==> config.mk <==
export PLATFORM = sky130hd
export DESIGN_NAME = ldpc_min_sum_check_node
export DESIGN_NICKNAME = d
export VERILOG_FILES = /design/src/design/lmsc_pkg.sv /design/src/design/ldpc_min_sum_check_node.sv /design/src/design/lmsc_front.sv /design/src/design/lmsc_queue.sv /design/src/design/lmsc_back.sv
export SDC_FILE = /design/constraint.sdc
export NUM_CORES = 1
export LEC_CHECK = 0
export ABC_AREA = 0
export BUFFER_PORTS_ARGS = -buffer_cell sky130_fd_sc_hd__buf_2
export CORE_MARGIN = 2
export CORE_UTILIZATION = 45
export CTS_CLUSTER_SIZE = 25
export DETAILED_ROUTE_END_ITERATION = 8
export PLACE_DENSITY = 0.62
export SLEW_MARGIN = 20
export SYNTH_ARGS = -nofsm -noshare
export SYNTH_HDL_FRONTEND = slang
export SYNTH_SLANG_ARGS = --single-unit
==> constraint.sdc <==
create_clock -name clk -period 14.9 [get_ports clk]
set_input_delay 2.235 -clock clk [delete_from_list [all_inputs] [get_ports clk]]
set_output_delay 2.235 -clock clk [all_outputs]
set_load 0.05 [all_outputs]
==> src/design/lmsc_pkg.sv <==
// Shared constants, types and helper functions of the min-sum check-node unit.
`timescale 1ns / 1ps
package lmsc_pkg;

  localparam int VALUE_BITS     = 12;
  localparam int MAG_W          = VALUE_BITS - 1;
  localparam int MAX_ROW_WEIGHT = 32;
  localparam int IDX_W          = $clog2(MAX_ROW_WEIGHT);
  localparam int CNT_W          = $clog2(MAX_ROW_WEIGHT + 1);
  localparam int POS_W          = 5;
  localparam int ADDR_W         = IDX_W + 1;
  localparam int MEM_DEPTH      = 2 * MAX_ROW_WEIGHT;
  localparam int QUEUE_DEPTH    = 2;

  typedef logic signed [VALUE_BITS-1:0] value_t;
  typedef logic [MAG_W-1:0]             mag_t;
  typedef logic [IDX_W-1:0]             idx_t;
  typedef logic [CNT_W-1:0]             cnt_t;
  typedef logic [ADDR_W-1:0]            addr_t;

  localparam mag_t   MAG_MAX   = {MAG_W{1'b1}};
  localparam value_t VALUE_MIN = {1'b1, {MAG_W{1'b0}}};

  typedef struct packed {
    logic   bank;
    cnt_t   count;
    mag_t   min1;
    mag_t   min2;
    idx_t   min_pos;
    logic   parity;
    value_t partner;
    value_t own;
  } desc_t;

  typedef struct packed {
    logic   en;
    addr_t  addr;
    value_t data;
  } wr_t;

  function automatic mag_t mag_of(value_t x);
    value_t neg;
    mag_t   res;
    neg = -x;
    if (x == VALUE_MIN) begin
      res = MAG_MAX;
    end else if (x[VALUE_BITS-1]) begin
      res = neg[MAG_W-1:0];
    end else begin
      res = x[MAG_W-1:0];
    end
    return res;
  endfunction

  function automatic value_t apply_sign(mag_t m, logic neg);
    value_t v;
    v = {1'b0, m};
    return neg ? -v : v;
  endfunction

endpackage

==> src/design/ldpc_min_sum_check_node.sv <==
// Top level of the min-sum check-node unit: front end, row queue and back end.
//
// The input channel takes one bit-to-check message word per handshake; the word
// flagged with in_row_end closes the row and carries the partner transverse value.
// Messages beyond the 32nd of a row are dropped from the minima, parity and store.
// After the closing word the output channel delivers one word per edge, in edge
// order, each with the extrinsic value, the edge position, the row's own
// transverse value and a last-of-row flag.
// With an idle back end, the first result of a row passes through the row queue, the
// store read stage and the output register after its closing word is accepted, and
// results then follow at one word per cycle while out_ready is high.
// Input accepts one word per cycle. The message store holds two row banks and the
// queue holds two row summaries, so the front end stalls only when two finished
// rows still wait for the back end to read them out.
// A stalled receiver holds the output register; the back end then stops reading
// the store and the front end keeps filling the free bank.
// Synchronous reset clears the row accumulators, the queue and the output valid.
`timescale 1ns / 1ps
module ldpc_min_sum_check_node import lmsc_pkg::*; (
  input  logic             clk,
  input  logic             rst_n,
  input  logic             in_valid,
  output logic             in_ready,
  input  value_t           in_edge_msg,
  input  value_t           in_partner_value,
  input  logic             in_row_end,
  output logic             out_valid,
  input  logic             out_ready,
  output value_t           out_extrinsic_value,
  output logic [POS_W-1:0] out_edge_position,
  output value_t           out_own_transverse,
  output logic             out_last_of_row
);

  logic  q_can_push;
  logic  q_push;
  desc_t q_desc;
  logic  q_pop;
  logic  q_head_valid;
  desc_t q_head;
  wr_t   wr;

  lmsc_front u_front (
    .clk              (clk),
    .rst_n            (rst_n),
    .in_valid         (in_valid),
    .in_ready         (in_ready),
    .in_edge_msg      (in_edge_msg),
    .in_partner_value (in_partner_value),
    .in_row_end       (in_row_end),
    .q_can_push       (q_can_push),
    .q_push           (q_push),
    .q_desc           (q_desc),
    .wr               (wr)
  );

  lmsc_queue u_queue (
    .clk        (clk),
    .rst_n      (rst_n),
    .push       (q_push),
    .push_desc  (q_desc),
    .can_push   (q_can_push),
    .pop        (q_pop),
    .head_valid (q_head_valid),
    .head       (q_head)
  );

  lmsc_back u_back (
    .clk                 (clk),
    .rst_n               (rst_n),
    .wr                  (wr),
    .head_valid          (q_head_valid),
    .head                (q_head),
    .pop                 (q_pop),
    .out_valid           (out_valid),
    .out_ready           (out_ready),
    .out_extrinsic_value (out_extrinsic_value),
    .out_edge_position   (out_edge_position),
    .out_own_transverse  (out_own_transverse),
    .out_last_of_row     (out_last_of_row)
  );

endmodule

==> src/design/lmsc_front.sv <==
// Front end: accepts messages, stores them and tracks the row minima and sign parity.
`timescale 1ns / 1ps
module lmsc_front import lmsc_pkg::*; (
  input  logic   clk,
  input  logic   rst_n,
  input  logic   in_valid,
  output logic   in_ready,
  input  value_t in_edge_msg,
  input  value_t in_partner_value,
  input  logic   in_row_end,
  input  logic   q_can_push,
  output logic   q_push,
  output desc_t  q_desc,
  output wr_t    wr
);

  cnt_t count_r, count_nxt;
  mag_t min1_r, min1_nxt;
  mag_t min2_r, min2_nxt;
  idx_t pos_r, pos_nxt;
  logic par_r, par_nxt;
  logic bank_r, bank_nxt;

  logic accept;
  logic store;
  mag_t m;
  cnt_t upd_count;
  mag_t upd_min1;
  mag_t upd_min2;
  idx_t upd_pos;
  logic upd_par;

  assign in_ready = q_can_push;
  assign accept   = in_valid && in_ready;
  assign store    = (count_r < cnt_t'(MAX_ROW_WEIGHT));
  assign m        = mag_of(in_edge_msg);

  always_comb begin
    upd_count = count_r;
    upd_min1  = min1_r;
    upd_min2  = min2_r;
    upd_pos   = pos_r;
    upd_par   = par_r;
    if (store) begin
      upd_count = count_r + cnt_t'(1);
      upd_par   = par_r ^ in_edge_msg[VALUE_BITS-1];
      if (m < min1_r) begin
        upd_min2 = min1_r;
        upd_min1 = m;
        upd_pos  = count_r[IDX_W-1:0];
      end else if (m < min2_r) begin
        upd_min2 = m;
      end
    end
  end

  always_comb begin
    q_push           = accept && in_row_end;
    q_desc.bank      = bank_r;
    q_desc.count     = upd_count;
    q_desc.min1      = upd_min1;
    q_desc.min2      = upd_min2;
    q_desc.min_pos   = upd_pos;
    q_desc.parity    = upd_par;
    q_desc.partner   = in_partner_value;
    q_desc.own       = (count_r == '0) ? in_edge_msg : apply_sign(upd_min1, upd_par);
    wr.en            = accept && store;
    wr.addr          = {bank_r, count_r[IDX_W-1:0]};
    wr.data          = in_edge_msg;
  end

  always_comb begin
    count_nxt = count_r;
    min1_nxt  = min1_r;
    min2_nxt  = min2_r;
    pos_nxt   = pos_r;
    par_nxt   = par_r;
    bank_nxt  = bank_r;
    if (accept) begin
      if (in_row_end) begin
        count_nxt = '0;
        min1_nxt  = MAG_MAX;
        min2_nxt  = MAG_MAX;
        pos_nxt   = '0;
        par_nxt   = 1'b0;
        bank_nxt  = ~bank_r;
      end else begin
        count_nxt = upd_count;
        min1_nxt  = upd_min1;
        min2_nxt  = upd_min2;
        pos_nxt   = upd_pos;
        par_nxt   = upd_par;
      end
    end
  end

  always_ff @(posedge clk) begin
    if (!rst_n) begin
      count_r <= '0;
      min1_r  <= MAG_MAX;
      min2_r  <= MAG_MAX;
      pos_r   <= '0;
      par_r   <= 1'b0;
      bank_r  <= 1'b0;
    end else begin
      count_r <= count_nxt;
      min1_r  <= min1_nxt;
      min2_r  <= min2_nxt;
      pos_r   <= pos_nxt;
      par_r   <= par_nxt;
      bank_r  <= bank_nxt;
    end
  end

endmodule

==> src/design/lmsc_queue.sv <==
// Two-entry queue of finished row summaries between the front and back ends.
`timescale 1ns / 1ps
module lmsc_queue import lmsc_pkg::*; (
  input  logic  clk,
  input  logic  rst_n,
  input  logic  push,
  input  desc_t push_desc,
  output logic  can_push,
  input  logic  pop,
  output logic  head_valid,
  output desc_t head
);

  desc_t entry_r [QUEUE_DEPTH];
  logic  head_r, head_nxt;
  logic  tail;
  logic [1:0] cnt_r, cnt_nxt;

  assign can_push   = (cnt_r < 2'(QUEUE_DEPTH));
  assign head_valid = (cnt_r != 2'd0);
  assign head       = entry_r[head_r];
  assign tail       = head_r ^ cnt_r[0];

  always_comb begin
    cnt_nxt  = cnt_r + 2'(push) - 2'(pop);
    head_nxt = pop ? ~head_r : head_r;
  end

  always_ff @(posedge clk) begin
    if (push) begin
      entry_r[tail] <= push_desc;
    end
  end

  always_ff @(posedge clk) begin
    if (!rst_n) begin
      cnt_r  <= 2'd0;
      head_r <= 1'b0;
    end else begin
      cnt_r  <= cnt_nxt;
      head_r <= head_nxt;
    end
  end

endmodule

==> src/design/lmsc_back.sv <==
// Back end: holds the message store and emits one extrinsic word per edge of a row.
`timescale 1ns / 1ps
module lmsc_back import lmsc_pkg::*; (
  input  logic          clk,
  input  logic          rst_n,
  input  wr_t           wr,
  input  logic          head_valid,
  input  desc_t         head,
  output logic          pop,
  output logic          out_valid,
  input  logic          out_ready,
  output value_t        out_extrinsic_value,
  output logic [POS_W-1:0] out_edge_position,
  output value_t        out_own_transverse,
  output logic          out_last_of_row
);

  value_t mem [MEM_DEPTH];
  value_t mem_q;

  idx_t  k_r, k_nxt;
  logic  s1_valid_r, s1_valid_nxt;
  desc_t s1_desc_r;
  idx_t  s1_k_r;
  logic  s1_last_r;

  logic   out_valid_r, out_valid_nxt;
  value_t ext_r;
  idx_t   pos_r;
  value_t own_r;
  logic   last_r;

  logic   advance;
  logic   issue;
  logic   last_issue;
  addr_t  raddr;
  value_t ext_calc;

  assign advance    = !out_valid_r || out_ready;
  assign issue      = head_valid && (!s1_valid_r || advance);
  assign last_issue = (cnt_t'({1'b0, k_r}) + cnt_t'(1) == head.count);
  assign raddr      = {head.bank, k_r};
  assign pop        = issue && last_issue;

  always_comb begin
    k_nxt = k_r;
    if (issue) begin
      k_nxt = last_issue ? '0 : k_r + idx_t'(1);
    end
    if (issue) begin
      s1_valid_nxt = 1'b1;
    end else if (advance) begin
      s1_valid_nxt = 1'b0;
    end else begin
      s1_valid_nxt = s1_valid_r;
    end
    if (advance) begin
      out_valid_nxt = s1_valid_r;
    end else begin
      out_valid_nxt = out_valid_r;
    end
  end

  always_comb begin
    mag_t m;
    mag_t pm;
    mag_t mm;
    logic s;
    logic neg;
    m   = (s1_k_r == s1_desc_r.min_pos) ? s1_desc_r.min2 : s1_desc_r.min1;
    s   = s1_desc_r.parity ^ mem_q[VALUE_BITS-1];
    pm  = mag_of(s1_desc_r.partner);
    mm  = (m < pm) ? m : pm;
    neg = (s && (m != '0)) != s1_desc_r.partner[VALUE_BITS-1];
    if (s1_desc_r.count == cnt_t'(1)) begin
      ext_calc = s1_desc_r.partner;
    end else if (s1_desc_r.partner != '0) begin
      ext_calc = apply_sign(mm, neg);
    end else begin
      ext_calc = apply_sign(m, s);
    end
  end

  always_ff @(posedge clk) begin
    if (wr.en) begin
      mem[wr.addr] <= wr.data;
    end
    if (issue) begin
      mem_q     <= mem[raddr];
      s1_desc_r <= head;
      s1_k_r    <= k_r;
      s1_last_r <= last_issue;
    end
    if (advance && s1_valid_r) begin
      ext_r  <= ext_calc;
      pos_r  <= s1_k_r;
      own_r  <= s1_desc_r.own;
      last_r <= s1_last_r;
    end
  end

  always_ff @(posedge clk) begin
    if (!rst_n) begin
      k_r         <= '0;
      s1_valid_r  <= 1'b0;
      out_valid_r <= 1'b0;
    end else begin
      k_r         <= k_nxt;
      s1_valid_r  <= s1_valid_nxt;
      out_valid_r <= out_valid_nxt;
    end
  end

  assign out_valid           = out_valid_r;
  assign out_extrinsic_value = ext_r;
  assign out_edge_position   = POS_W'(pos_r);
  assign out_own_transverse  = own_r;
  assign out_last_of_row     = last_r;

endmodule

==> impl_metrics.csv <==
group,metric,value,unit
outcome,status,"complete, no violations",
worst_setup_path,worstPathArrival,7760,ps
detailed_routing,post_drt_via_cell_ratio,5.61,
clock_tree,clkTransAtPathRegs,60,ps
die,ios,61,
flow_run,drv_cap,0,
worst_setup_path,cpPeakStageDelay,710,ps
clock_tree,cts_made_buffers,36,
final_layout,seq_area,0.00924,sq mm
detailed_routing,first_pass_iters,5,
worst_setup_path,path_common_cell,"o21ai_0",
final_layout,nNetsFinal,1397,
die,initial_utilization,45.4,%
yosys,synthMostInstantiatedCell,"edfxtp_1",
sta,finClkSkew,31.4,ps
final_layout,syn2layout_area_growth,12.0,%
global_routing,grt_pass1_wl,55.8,mm
clock_tree,cts_resized,0,
global_routing,antenna_found_initial,1,
placement,dp_hpwl,24.8,mm
yosys,synth_common_cells,"277 x edfxtp_1, 136 x nor2_1, 116 x nand2_1, 61 x mux2_2, 61 x o21ai_0",
detailed_routing,via_count,10200,
detailed_routing,drtIter0Drc,881,
global_routing,grt_max_degree,89,
hold_path,worstHoldPathType,"flip-flop to flip-flop",
sta,setup_viol,0,
worst_setup_path,endpoint_kind,"flip-flop",
yosys,synth-edff-count,277,
yosys,synth_nets,1346,
clock_tree,htree_num_levels,2,
worst_setup_path,setup.worst_path.start_class,"input pin",
final_layout,utilization,50.9,%
detailed_routing,drc,0,
worst_setup_path,crit_required,15090,ps
global_routing,grt_overflow,0,
detailed_routing,postRouteAntennaNets,0,
power,ir_worst_vdd,0.0000987,V
clock_tree,post_cts_buffers,0,
yosys,synthFlopType,"edfxtp_1",
worst_setup_path,worstSetupPathType,"input pin to flip-flop",
die,design.core.area,0.0343,sq mm
sta,finalHoldViolCount,0,
yosys,yosys-top-cells-area,"edfxtp_1 53%, dfxtp_1 5.9%, mux2_2 4.4%",
yosys,synth.largest_area_cell,"edfxtp_1",
final_layout,drive_above_1_share,17.4,%
yosys,synth_area,0.0156,sq mm
yosys,ys_warn_count,0,
yosys,synth_cell_types,79,
sta,tns,0,ps
clock_tree,clock-root-buffer,"clkbuf_16",
global_routing,grt_pass1_vias,9996,
placement,port_buffers,60,
sta,tightest_slew,1090,ps
final_layout,multi_input_area,0.00590,sq mm
clock_tree,tritoncts,"yes",
sta,period_needed,7560,ps
yosys,synth-seq-cells,323,
power,power_density,133,mW/mm^2
yosys,synth.avg_cell_area,12.2,sq um
sta,rsz0062_at_grt,"false",
worst_setup_path,crit_slowest_cell,"or4_1",
final_layout,fill_cells,2979,
sta,finalCritPeriodShare,50.8,%
yosys,syn_inst,1279,
clock_tree,cts.sinks,323,
yosys,synthArstFlopShare,0,%
detailed_routing,wl_per_cell,19.8,um
die,die_w,190,um
placement,place.gp.congestion,0.959,
sta,slew_headroom,27.2,%
clock_tree,postCtsHoldBufs,0,
clock_tree,cts.path.max_buffers,3,
worst_setup_path,crit_fanout,28,
power,leakage,0.00625,uW
clock_tree,clk_latency,520,ps
die,rows,68,
sta,clock.fmax,0.132,GHz
die,dieArea,0.0361,sq mm
global_routing,grtUsageTotal,20.1,%
detailed_routing,wirelength,35.9,mm
yosys,synth_top_cell_area_share,53.4,%
yosys,ys_seq_area_share,59.3,%
worst_setup_path,path_cells,"buf_2 -> or4_1 -> nor4_4 -> o21ai_0 -> o21ai_0 -> ha_1 -> and3_1 -> a221o_1 -> a21o_1 -> a211o_1 -> a211oi_4 -> buf_4 -> mux2i_1 -> ha_1 -> nor4b_1 -> a311oi_1 -> xnor2_1 -> o21ai_0",
die,die_h,190,um
sta,slew_viol_final,0,
==> worst max-delay path, delay by kind of cell <==
kind	cells	cell delay, ps
AOI/OAI and AO/OA	8	2030
xor gates and xnor gates	1	160
adders and majority gates	2	710
buffers and inverters	2	490
muxes	1	420
and+or+nand+nor	4	1700
==> area by class of cell <==
class / count / area share (%)
Clock buffer: 47 / 5.51
Tap cell: 455 / 3.26
Antenna cell: 1 / 0.0143
Sequential cell: 323 / 53.0
Inverter: 55 / 1.18
Multi-Input combinational cell: 840 / 33.8
Timing Repair Buffer: 74 / 2.32
Clock inverter: 17 / 0.904
==> report_power, final <==
part	switching [uW]	total (uW)	internal (uW)
combinational	252	398	146
clock	344	837	493
sequential	29.5	1090	1060
total	626	2320	1690
==> final timing paths <==
path                        start                        endpoint  slack, ps  cells past startpoint
max                in_edge_msg[4]           u_queue.entry_r[0][6]       7340                     18
min reg2reg   u_back.s1_desc_r[4]    u_back.out_own_transverse[4]        420                      0
max reg2reg  u_back.s1_desc_r[12]  u_back.out_extrinsic_value[10]       8980                     20
min           u_back.s1_desc_r[4]    u_back.out_own_transverse[4]        420                      0
==> metal layers <==
| layer | track usage, % | vias to the layer above | share of wire (%) |
|---|---|---|---|
| met5 | 0 | - | 0 |
| met4 | 6.14 | 0 | 2.7 |
| met3 | 3.14 | 63 | 4.9 |
| met2 | 33.3 | 278 | 48 |
| met1 | 27.2 | 4986 | 45 |
| li1 | - | 4842 | - |
==> flip-flops by register name (all words and copies together), names as in the netlist, 2 cells and up, named ones only <==
name	cells
u_back.out_edge_position	5
u_back.k_r	5
u_front.min1_r	11
u_back.mem	64
u_queue.cnt_r	2
u_front.min2_r	11
u_queue.entry_r	118
u_front.pos_r	5
u_back.out_extrinsic_value	12
u_back.s1_k_r	5
u_back.out_own_transverse	12
u_front.count_r	6
u_back.s1_desc_r	58
==> placed cells by master (no fill, tap or decap), types with 8 or more instances in the layout <==
cell type	n
edfxtp_1	277
o211ai_1	11
buf_2	60
mux2i_1	18
a21o_1	8
ha_1	38
buf_4	14
nor2b_1	21
xnor2_1	49
and2_1	16
inv_1	53
or3_1	8
nand2_1	116
nand3_1	29
clkinv_2	8
mux2_2	61
a22oi_1	12
mux4_2	21
o21ai_0	61
a2bb2oi_1	8
nor3_1	17
dfxtp_1	45
o31ai_1	9
clkbuf_1	9
nor2_1	135
a21oi_1	32
clkbuf_16	36
xor2_1	14
o22a_1	12
and3_1	9
o22ai_1	12
==> stage by stage <==
stage / total power (uW) / hold WS [ps] / worst slack, ps / instance area, sq um / std cells
final: 2320 / 418 / 7340 / 17400 / 1812
after global routing: 2420 / 421 / 7040 / 17400 / 1811
after CTS: 2340 / 419 / 7450 / 17400 / 1811
after detailed placement: 1500 / 406 / 6940 / 16300 / 1747
after global placement: 1500 / 401 / 7170 / 16300 / 1747
after floorplan: 1380 / 400 / 7930 / 15600 / 1279
==> cell families (layout without fill, tap and decap cells) <==
kind of cell / count (synthesis) / count (layout) / share of synthesized area (%)
buffers and inverters: 116 / 193 / 2.92
muxes: 100 / 100 / 8.61
adders and majority gates: 38 / 38 / 3.05
AOI/OAI and AO/OA: 230 / 230 / 10.0
other: 0 / 1 / 0
DFF: 323 / 323 / 59.3
and+or+nand+nor: 409 / 409 / 12.5
xor gates and xnor gates: 63 / 63 / 3.54
No activity file was read; power rests on OpenSTA's default activity.
